==> src/rtl/core/sensor_scratchpad_crc_checker_core_assert.svh <==
// Assertion macros for the sensor scratchpad CRC checker.
// Used by sscc_frame_check in rtl/core; expects i_clk and i_rst_n in scope.
`ifndef SENSOR_SCRATCHPAD_CRC_CHECKER_CORE_ASSERT_SVH
`define SENSOR_SCRATCHPAD_CRC_CHECKER_CORE_ASSERT_SVH

// Same-cycle implication, checked out of reset.
`define SSCC_ASSERT_NOW(label, ante, cons, msg) \
    label: assert property (@(posedge i_clk) disable iff (!i_rst_n) (ante) |-> (cons)) \
        else $error(msg);

// Next-cycle implication, checked out of reset.
`define SSCC_ASSERT_NEXT(label, ante, cons, msg) \
    label: assert property (@(posedge i_clk) disable iff (!i_rst_n) (ante) |=> (cons)) \
        else $error(msg);

`endif

==> src/rtl/core/sscc_pkg.sv <==
// Shared types, constants and the CRC-8 byte update for the scratchpad checker.
// No dependencies; imported by every module in rtl/core.
package sscc_pkg;

    localparam logic [7:0] SENSOR_FAMILY = 8'h28;
    localparam logic [7:0] CRC_POLY      = 8'h8C;
    localparam int         FRAME_BYTES   = 9;
    localparam int         CRC_BYTES     = 8;
    localparam logic [3:0] LAST_POS      = 4'(FRAME_BYTES - 1);

    typedef enum logic [1:0] {
        ST_OK        = 2'd0,
        ST_CRC_ERR   = 2'd1,
        ST_WRONG_FAM = 2'd2
    } t_status;

    typedef struct packed {
        logic [7:0] data_byte;
        logic       frame_start;
        logic [7:0] dev_family;
    } t_item;

    // Reflected CRC-8, one byte, LSB first.
    function automatic logic [7:0] crc8_byte(input logic [7:0] crc, input logic [7:0] b);
        logic [7:0] c;
        logic [7:0] d;
        logic       mix;
        c = crc;
        d = b;
        for (int k = 0; k < 8; k++) begin
            mix = c[0] ^ d[0];
            c   = {1'b0, c[7:1]};
            if (mix) begin
                c = c ^ CRC_POLY;
            end
            d   = {1'b0, d[7:1]};
        end
        return c;
    endfunction

endpackage

==> src/rtl/core/sscc_in_reg.sv <==
// Input register stage of the scratchpad checker.
// Depends on sscc_pkg for the request type.
module sscc_in_reg
    import sscc_pkg::*;
(
    input  logic  i_clk,
    input  logic  i_rst_n,
    input  logic  i_valid,
    output logic  o_stall,
    input  t_item i_item,
    output logic  o_valid,
    output t_item o_item,
    input  logic  i_take
);

    logic  r_vld;
    logic  n_vld;
    t_item r_item;
    logic  accept;

    // Hold while the stored request is not taken downstream.
    assign o_stall = r_vld && !i_take;
    assign accept  = i_valid && !o_stall;

    always_comb begin
        n_vld = r_vld;
        if (accept) begin
            n_vld = 1'b1;
        end else if (i_take) begin
            n_vld = 1'b0;
        end
    end

    always_ff @(posedge i_clk) begin
        if (!i_rst_n) begin
            r_vld <= 1'b0;
        end else begin
            r_vld <= n_vld;
        end
    end

    always_ff @(posedge i_clk) begin
        if (accept) begin
            r_item <= i_item;
        end
    end

    assign o_valid = r_vld;
    assign o_item  = r_item;

endmodule

==> src/rtl/core/sscc_frame_check.sv <==
// Frame tracking, CRC update and result register of the scratchpad checker.
// Depends on sscc_pkg and the assertion macro header.
`include "sensor_scratchpad_crc_checker_core_assert.svh"

module sscc_frame_check
    import sscc_pkg::*;
(
    input  logic               i_clk,
    input  logic               i_rst_n,
    input  logic               i_valid,
    input  t_item              i_item,
    output logic               o_take,
    output logic               o_out_valid,
    input  logic               i_out_stall,
    output t_status            o_status,
    output logic signed [15:0] o_temp
);

    logic               r_ignored;
    logic [3:0]         r_byte_pos;
    logic [7:0]         r_crc;
    logic [7:0]         r_temp_lo;
    logic [7:0]         r_temp_hi;
    logic               r_out_vld;
    t_status            r_status;
    logic signed [15:0] r_temp;

    logic               n_ignored;
    logic [3:0]         n_byte_pos;
    logic [7:0]         n_crc;
    logic [7:0]         n_temp_lo;
    logic [7:0]         n_temp_hi;
    logic               n_out_vld;

    logic               out_free;
    logic               fire;
    logic               res_vld;
    t_status            res_status;
    logic signed [15:0] res_temp;
    logic [3:0]         eff_pos;
    logic [7:0]         eff_crc;
    logic               active;

    assign out_free = !r_out_vld || !i_out_stall;
    assign fire     = i_valid && out_free;
    assign o_take   = fire;

    // A start byte restarts position and CRC.
    assign eff_pos = i_item.frame_start ? 4'd0 : r_byte_pos;
    assign eff_crc = i_item.frame_start ? 8'd0 : r_crc;

    always_comb begin
        n_ignored  = r_ignored;
        n_byte_pos = r_byte_pos;
        n_crc      = r_crc;
        n_temp_lo  = r_temp_lo;
        n_temp_hi  = r_temp_hi;
        res_vld    = 1'b0;
        res_status = ST_OK;
        res_temp   = '0;
        active     = 1'b0;
        if (fire) begin
            if (i_item.frame_start) begin
                if (i_item.dev_family != SENSOR_FAMILY) begin
                    n_ignored  = 1'b1;
                    res_vld    = 1'b1;
                    res_status = ST_WRONG_FAM;
                end else begin
                    n_ignored = 1'b0;
                    active    = 1'b1;
                end
            end else begin
                active = !r_ignored;
            end
        end
        if (active) begin
            if (eff_pos < 4'(CRC_BYTES)) begin
                n_crc      = crc8_byte(eff_crc, i_item.data_byte);
                n_byte_pos = eff_pos + 4'd1;
                if (eff_pos == 4'd0) begin
                    n_temp_lo = i_item.data_byte;
                end else if (eff_pos == 4'd1) begin
                    n_temp_hi = i_item.data_byte;
                end
            end else begin
                // Last byte: close the frame and check.
                n_ignored  = 1'b1;
                n_byte_pos = LAST_POS;
                res_vld    = 1'b1;
                if (eff_crc != i_item.data_byte) begin
                    res_status = ST_CRC_ERR;
                end else begin
                    res_temp = {r_temp_hi, r_temp_lo};
                end
            end
        end
    end

    always_comb begin
        n_out_vld = r_out_vld;
        if (fire) begin
            n_out_vld = res_vld;
        end else if (!i_out_stall) begin
            n_out_vld = 1'b0;
        end
    end

    always_ff @(posedge i_clk) begin
        if (!i_rst_n) begin
            r_ignored  <= 1'b1;
            r_byte_pos <= 4'd0;
            r_crc      <= 8'd0;
            r_temp_lo  <= 8'd0;
            r_temp_hi  <= 8'd0;
            r_out_vld  <= 1'b0;
        end else begin
            r_ignored  <= n_ignored;
            r_byte_pos <= n_byte_pos;
            r_crc      <= n_crc;
            r_temp_lo  <= n_temp_lo;
            r_temp_hi  <= n_temp_hi;
            r_out_vld  <= n_out_vld;
        end
    end

    always_ff @(posedge i_clk) begin
        if (fire && res_vld) begin
            r_status <= res_status;
            r_temp   <= res_temp;
        end
    end

    assign o_out_valid = r_out_vld;
    assign o_status    = r_status;
    assign o_temp      = r_temp;

    `SSCC_ASSERT_NOW(a_pos_range, 1'b1, r_byte_pos <= LAST_POS,
        "byte position past the last frame byte")
    `SSCC_ASSERT_NOW(a_bad_temp_zero, r_out_vld && r_status != ST_OK, r_temp == 16'sd0,
        "non-ok result carries a temperature")
    `SSCC_ASSERT_NEXT(a_result_closes, fire && res_vld, r_ignored && r_out_vld,
        "result issued without closing the frame")
    `SSCC_ASSERT_NEXT(a_idle_drop, fire && !i_item.frame_start && r_ignored,
        $stable(r_crc) && $stable(r_byte_pos) && $stable(r_temp_lo) && $stable(r_temp_hi),
        "dropped byte changed frame state")

endmodule

==> src/rtl/core/sensor_scratchpad_crc_checker_core.sv <==
// Top level of the sensor scratchpad CRC checker.
// Depends on sscc_pkg, sscc_in_reg and sscc_frame_check.
//
// Checks one temperature-sensor scratchpad frame of nine bytes, one byte per
// request. A start byte with a family code other than 0x28 gives a
// wrong-family result at once; otherwise the reflected CRC-8 (0x8C) runs over
// bytes 0 to 7 and byte 8 is compared, giving CRC error or OK with the raw
// signed temperature in 1/16 degree from bytes 1 and 0. One request is taken
// every cycle unless the result register is stalled. A request waits in the
// input register, then the combinational byte CRC update feeds the result
// register. Stall on a full result register holds both stages.
module sensor_scratchpad_crc_checker_core
    import sscc_pkg::*;
(
    input  logic               i_clk,
    input  logic               i_rst_n,
    input  logic               i_in_valid,
    output logic               o_in_stall,
    input  logic [7:0]         i_data_byte,
    input  logic               i_frame_start,
    input  logic [7:0]         i_dev_family,
    output logic               o_out_valid,
    input  logic               i_out_stall,
    output logic [1:0]         o_status,
    output logic signed [15:0] o_temperature_sixteenths
);

    t_item   in_item;
    t_item   reg_item;
    logic    reg_valid;
    logic    take;
    t_status status;

    assign in_item.data_byte   = i_data_byte;
    assign in_item.frame_start = i_frame_start;
    assign in_item.dev_family  = i_dev_family;

    sscc_in_reg u_in_reg (
        .i_clk   (i_clk),
        .i_rst_n (i_rst_n),
        .i_valid (i_in_valid),
        .o_stall (o_in_stall),
        .i_item  (in_item),
        .o_valid (reg_valid),
        .o_item  (reg_item),
        .i_take  (take)
    );

    sscc_frame_check u_frame_check (
        .i_clk       (i_clk),
        .i_rst_n     (i_rst_n),
        .i_valid     (reg_valid),
        .i_item      (reg_item),
        .o_take      (take),
        .o_out_valid (o_out_valid),
        .i_out_stall (i_out_stall),
        .o_status    (status),
        .o_temp      (o_temperature_sixteenths)
    );

    assign o_status = status;

endmodule
==> config.mk <==
export PLATFORM = sky130hd
export DESIGN_NAME = sensor_scratchpad_crc_checker_core
export DESIGN_NICKNAME = d
export VERILOG_FILES = /design/src/rtl/core/sscc_pkg.sv /design/src/rtl/core/sscc_in_reg.sv /design/src/rtl/core/sscc_frame_check.sv /design/src/rtl/core/sensor_scratchpad_crc_checker_core.sv
export VERILOG_INCLUDE_DIRS = /design/src /design/src/rtl/core
export SDC_FILE = /design/constraint.sdc
export NUM_CORES = 1
export LEC_CHECK = 0
export BUFFER_PORTS_ARGS = -buffer_cell sky130_fd_sc_hd__buf_4
export CAP_MARGIN = 20
export CORE_ASPECT_RATIO = 1.25
export CORE_MARGIN = 4
export CORE_UTILIZATION = 45
export CTS_CLUSTER_DIAMETER = 50
export DETAILED_ROUTE_END_ITERATION = 12
export GPL_TIMING_DRIVEN = 0
export PLACE_DENSITY = 0.76
export SYNTH_ARGS = -nofsm -noshare
export SYNTH_HDL_FRONTEND = slang
export SYNTH_SLANG_ARGS = --single-unit
==> constraint.sdc <==
create_clock -name i_clk -period 3.4 [get_ports i_clk]
set_clock_uncertainty 0.15 [all_clocks]
set_input_delay 0.85 -clock i_clk [delete_from_list [all_inputs] [get_ports i_clk]]
set_output_delay 0.85 -clock i_clk [all_outputs]
set_load 0.01 [all_outputs]
==> impl_metrics.csv, run 1 <==
group,metric,value,unit
final_layout,layout.cells.most_common,"buf_4",
routing,met3_length,273,um
floorplan,die_y,99.3,um
floorplan,placementRows,33,
clock_network,h-tree-depth,3,
routing,drcViolationCount,0,
clock_network,cts_tree,"built",
routing,via_per_inst,5.16,
min_path,hp-class,"reg2reg",
timing,hold_viol,0,
floorplan,initial_core_util,0.460,
grt,grt_overflow_total,0,
floorplan,die_w,81.0,um
synthesis,ys_ff_latch,66,
floorplan,top_level_ports,41,
power_and_ir_drop,power-per-cell-area,464,nW/um^2
timing,fmax,0.386,GHz
clock_network,clock_latency,0.35,ns
grt,grt_max_degree,14,
placement,port_buffers,39,
synthesis,synth_edf_count,35,
timing,fin_crit,2.59,ns
synthesis,ys_types,45,
grt,antenna_found_initial,0,
worst_setup_path,arrival,2.65,ns
synthesis,yosysSeqAreaShare,0.558,
worst_setup_path,cp_max_fo,10,
clock_network,cts_hold_buf,0,
routing,num_vias,2076,
timing,grt_setup_unrepaired,"no",
worst_setup_path,critPathKind,"reg2reg",
worst_setup_path,cp.required,3.46,ns
clock_network,clock_path_buffers,2,
worst_setup_path,cp-end-kind,"flip-flop",
routing,ant_nets,0,
floorplan,coreArea,6520,sq um
synthesis,synth_area,3000,sq um
job,drv_cap,0,
synthesis,synth_warnings,0,
timing,final-setup-viol-count,0,
timing,period_share,0.762,
routing,wl_met2,2.81,mm
clock_network,cts_buffers,9,
clock_network,post_cts_resize_count,0,
grt,grt_pass1_wl,9.58,mm
placement,dp_hpwl,4.01,mm
clock_network,clockRootBuffer,"clkbuf_8",
worst_setup_path,cp-start-kind,"flip-flop",
final_layout,layout_common_cells,"44 x buf_4, 37 x nor2_1, 35 x edfxtp_1, 31 x dfxtp_1, 18 x and3_1",
clock_network,cts_sinks,66,
timing,slew_headroom,0.568,
routing,drtIter0Drc,96,
routing,routed_wl,5.53,mm
timing,tightest_slew,0.646,ns
grt,grt_pass1_vias,2076,
final_layout,fin_nets,334,
routing,first_pass_iters,4,
power_and_ir_drop,vdd.ir_drop.worst,0.219,mV
final_layout,area_growth,20.7,%
final_layout,drive_above_1_share,0.244,
timing,hold_slack,0.337,ns
status,status,"completed",
timing,slew_violations,0,
synthesis,netlist_instances,258,
timing,tns,0,ns
final_layout,diodes,0,
power_and_ir_drop,leakage,1.42,nW
routing,wl_per_cell,13.8,um
synthesis,async_flop_share,0,
synthesis,syn-num-nets,282,
synthesis,syn_area_per_cell,11.6,sq um
placement,place_congestion,0.857,
grt,grt.total_usage,0.156,
floorplan,fp.dieArea,8040,sq um
routing,highest_layer,"met4",
synthesis,ys.flop_type,"edfxtp_1",
clock_network,post_cts_buffers,0,
routing,met1_length,2.27,mm
clock_network,path_clk_slew,0.08,ns
-- synth_stat cells, types with 6 or more instances --
master | n | area, sq um
a31oi_1 | 6 | 37.5
edfxtp_1 | 35 | 1050
o21ai_0 | 7 | 35.0
xnor2_1 | 17 | 149
buf_2 | 10 | 50.1
inv_1 | 6 | 22.5
mux2i_1 | 16 | 160
dfxtp_1 | 31 | 621
and3_1 | 18 | 113
nand2_1 | 7 | 26.3
nor2_1 | 37 | 139
-- registers in the layout (all words and copies together) (netlist names) --
register	flops
u_frame_check.o_out_valid	1
u_frame_check.o_temp	16
u_frame_check.r_temp_hi	8
u_frame_check.r_crc	8
u_frame_check.r_temp_lo	8
u_frame_check.o_status	2
u_frame_check.r_byte_pos	4
u_in_reg.o_valid	1
u_frame_check.r_ignored	1
u_in_reg.o_item	17
-- per-stage QoR --
step	setup WS [ns]	util	power [mW]	instances	instance area [sq um]
6_report	0.808	0.554	1.68	402	3620
4_1_cts	0.813	0.554	1.69	402	3620
3_3_place_gp	0.0614	0.521	1.02	384	3400
2_1_floorplan	0.505	-	0.981	258	3000
5_1_grt	0.641	0.554	1.75	402	3620
3_5_place_dp	0.748	0.523	1.03	386	3410
-- metal layers --
metal  GRT usage  vias to the layer above
met4       0.100                        0
met3      0.0353                       16
met5           0                        -
li1            -                     1044
met1       0.180                      962
met2       0.256                       54
-- worst max-delay path, stage by stage, from the launching register on --
cell and delay (ns):
edfxtp_1 0.48, buf_4 0.22, buf_4 0.18, inv_1 0.16
nand2_1 0.13, ha_1 0.24, nor4b_1 0.37, buf_4 0.27
mux2i_1 0.21, nor2_1 0.06
-- report_power, final --
part / internal, mW / total [mW] / leakage, nW / switching [mW]
clock: 0.359 / 0.667 / 0.103 / 0.307
combinational: 0.0689 / 0.136 / 0.727 / 0.0674
sequential: 0.860 / 0.875 / 0.590 / 0.0151
total: 1.29 / 1.68 / 1.42 / 0.390
-- final timing paths --
| check | from | depth (start not counted) | slack [ns] | end |
|---|---|---|---|---|
| worst max register to register | u_in_reg.o_item[8]$_DFFE_PP_ | 9 | 0.81 | u_frame_check.r_temp_hi[1]$_SDFFE_PN0P_ |
| worst min register to register | u_frame_check.r_temp_lo[6]$_SDFFE_PN0P_ | 2 | 0.34 | u_frame_check.r_temp_lo[6]$_SDFFE_PN0P_ |
| worst max-delay path | u_in_reg.o_item[8]$_DFFE_PP_ | 9 | 0.81 | u_frame_check.r_temp_hi[1]$_SDFFE_PN0P_ |
| worst min-delay path | u_frame_check.r_temp_lo[6]$_SDFFE_PN0P_ | 2 | 0.34 | u_frame_check.r_temp_lo[6]$_SDFFE_PN0P_ |
-- layout make-up --
cell class,count,area [sq um]
Buffer,18,98.8
Clock buffer,10,138
Clock inverter,6,65.1
Fill cell,569,2910
Inverter,7,26.3
Multi-Input combinational cell,167,1200
Sequential cell,66,1670
Tap cell,87,109
Timing Repair Buffer,41,308
-- kinds of logic (layout without fill, tap and decap cells) --
logic type / Yosys count / count (layout) / share of synthesized area
adders and majority gates: 3 / 3 / 0.0125
AOI/OAI and AO/OA: 34 / 34 / 0.0780
buffers and inverters: 25 / 82 / 0.0417
xor gates and xnor gates: 26 / 26 / 0.0968
DFF: 66 / 66 / 0.558
and+or+nand+nor: 88 / 88 / 0.160
muxes: 16 / 16 / 0.0534
Note: power is estimated with default switching activity, not from simulation.
==> run 2: changes to the inputs <==
ABC_AREA = 1   (was default)
PLACE_DENSITY = 0.79   (was 0.76)
clock period = 2.2 ns   (was 3.4 ns; I/O delays follow)
==> run 2 against run 1 <==
Against the previous run: largest cell class unchanged; design area up 0.73%; register-to-register slack worse by 0.75 ns; clock power up 54%; area after synthesis down 2.2%; final cell count up 15%; hold slack worse by 0.10 ns; maximum frequency up 21%; utilization up 2.9 points; worst setup slack worse by 0.75 ns; global-route usage about the same; count of clock-buffer cells in the layout up 2.
==> impl_metrics.csv, run 2 <==
group,metric,value,unit
routing,routed_wl,6.02,mm
synthesis,synth-adder-area-share,0.0128,
timing,final-setup-viol-count,0,
power_and_ir_drop,power-per-cell-area,716,nW/um^2
final_layout,area_growth,24.3,%
final_layout,diodes,0,
power_and_ir_drop,leakage,1.55,nW
routing,ant_nets,0,
routing,first_pass_iters,5,
clock_network,cts_buffers,9,
grt,grt_pass1_wl,9.40,mm
clock_network,cts_tree,"built",
placement,dp_hpwl,4.26,mm
grt,grt.total_usage,0.156,
final_layout,layout_common_cells,"69 x nand2_1, 50 x inv_1, 45 x buf_4, 35 x edfxtp_1, 31 x dfxtp_1",
clock_network,clock_path_buffers,2,
floorplan,initial_core_util,0.469,
floorplan,placementRows,32,
synthesis,syn-num-nets,341,
grt,antenna_found_initial,0,
timing,fin_crit,2.14,ns
synthesis,synth_area,2930,sq um
worst_setup_path,critPathKind,"reg2reg",
synthesis,synth_top_area_share,0.359,
timing,period_share,0.972,
placement,placed_cells,442,
synthesis,synth_warnings,0,
final_layout,fillers,525,
status,status,"completed",
worst_setup_path,cpPeakStageDelay,0.48,ns
synthesis,yosys-top-cells-count,"71 x nand2_1, 50 x inv_1, 35 x edfxtp_1",
synthesis,ys_top_cells_by_area,"edfxtp_1 36%, dfxtp_1 21%, nand2_1 9.1%",
worst_setup_path,cp-end-kind,"flip-flop",
synthesis,synth_mux_area_frac,0,
clock_network,h-tree-depth,3,
synthesis,yosysSeqAreaShare,0.570,
worst_setup_path,cp-start-kind,"flip-flop",
synthesis,synth_compound_area_frac,0.0986,
worst_setup_path,cp_num_buf_inv,1,
worst_setup_path,cp_cell_sequence,"o21ai_0, nand3_2, nor3_4, nand3_4, buf_12, nor2_4",
worst_setup_path,cp_slowest_cell,"edfxtp_1",
timing,slew_violations,0,
final_layout,largest_reg_flops,17,
synthesis,ys_ff_latch,66,
routing,drcViolationCount,0,
worst_setup_path,cp_top_family,"simple AND/OR/NAND/NOR gates",
synthesis,yosysTopAreaCell,"edfxtp_1",
worst_setup_path,cp.required,2.25,ns
floorplan,die_y,98.2,um
routing,wl_per_cell,13.0,um
synthesis,synth.most_common_cell,"nand2_1",
synthesis,syn_area_per_cell,9.25,sq um
floorplan,coreArea,6250,sq um
synthesis,synth_edf_count,35,
clock_network,path_clk_slew,0.07,ns
timing,tightest_slew,0.910,ns
grt,grt_overflow_total,0,
final_layout,fin_nets,397,
synthesis,netlist_instances,317,
floorplan,die_w,80.2,um
timing,tns,0,ns
placement,place_congestion,0.917,
floorplan,top_level_ports,41,
placement,port_buffers,40,
synthesis,synth-simple-area-share,0.221,
routing,drtIter0Drc,194,
floorplan,fp.dieArea,7880,sq um
final_layout,finish.utilization,0.583,
synthesis,synthXorXnorAreaFrac,0.0145,
routing,num_vias,2287,
clock_network,cts_sinks,66,
clock_network,clockRootBuffer,"clkbuf_8",
power_and_ir_drop,vdd.ir_drop.worst,0.405,mV
timing,hold_slack,0.233,ns
job,drv_cap,0,
timing,fmax,0.468,GHz
worst_setup_path,arrival,2.19,ns
timing,hold_viol,0,
final_layout,stdcell_count,463,
synthesis,async_flop_share,0,
grt,grt_max_degree,20,
synthesis,ys.flop_type,"edfxtp_1",
synthesis,synth_top_family_by_area,"simple AND/OR/NAND/NOR gates",
final_layout,layout.cells.most_common,"nand2_1",
min_path,hp-class,"in2reg",
clock_network,clock_latency,0.34,ns
timing,slew_headroom,0.393,
worst_setup_path,cp_max_fo,10,
final_layout,drive_above_1_share,0.251,
routing,via_per_inst,4.94,
grt,grt_pass1_vias,2122,
synthesis,ys_types,31,
==> run 2: path summary, 6_finish.rpt <==
path | start | endpoint | slack, ns | cells after the start
setup / recovery | u_in_reg.o_item[8]$_DFFE_PP_ | u_frame_check.o_temp[9]$_SDFFCE_PP0P_ | 0.06 | 6
hold / removal | i_data_byte[7] | u_in_reg.o_item[16]$_DFFE_PP_ | 0.23 | 1
setup reg to reg | u_in_reg.o_item[8]$_DFFE_PP_ | u_frame_check.o_temp[9]$_SDFFCE_PP0P_ | 0.06 | 6
hold reg to reg | u_frame_check.r_byte_pos[1]$_SDFFE_PN0N_ | u_frame_check.r_byte_pos[1]$_SDFFE_PN0N_ | 0.33 | 2
==> run 2: routing by layer <==
metal	track usage	share of wire	vias to the layer above
met3	0.0369	0.057	14
met1	0.155	0.37	1043
met4	0.0832	0.026	0
met5	0	0	-
li1	-	-	1140
met2	0.289	0.55	90
==> run 2: through the flow <==
step	power [mW]	instance area, sq um	setup WS (ns)
final	2.61	3640	0.0625
after global routing	2.71	3640	-0.0425
after CTS	2.61	3560	0.0230
after detailed placement	1.59	3340	-0.0359
after global placement	1.58	3340	-0.383
after floorplan	1.51	2930	0.0426
==> run 2: report_power, final <==
part	switching [mW]	leakage (nW)	internal, mW
Clock	0.441	0.103	0.585
Sequential	0.0256	0.595	1.34
Combinational	0.135	0.853	0.0832
==> run 2: what timing repair did <==
action                     4_1_cts  5_1_grt
cloned                           0        0
setup endpoints to repair       10       27
gates resized for setup          0       14
buffers inserted                 2        3
hold buffers                     0        0
pin swaps                        0        2
==> run 2: kinds of logic after synthesis <==
logic type                 Yosys count
buffers and inverters               59
adders and majority gates            3
xor gates and xnor gates             4
AOI/OAI and AO/OA                   56
DFF                                 66
and+or+nand+nor                    129
==> run 2: final cells by class <==
type | instances | area, sq um | share of cell area
Clock inverter | 4 | 51.3 | 0.0141
Tap cell | 85 | 106 | 0.0292
Buffer | 7 | 60.1 | 0.0165
Timing Repair Buffer | 45 | 338 | 0.0927
Sequential cell | 66 | 1670 | 0.459
Inverter | 52 | 198 | 0.0543
Clock buffer | 12 | 155 | 0.0426
Multi-Input combinational cell | 192 | 1060 | 0.292
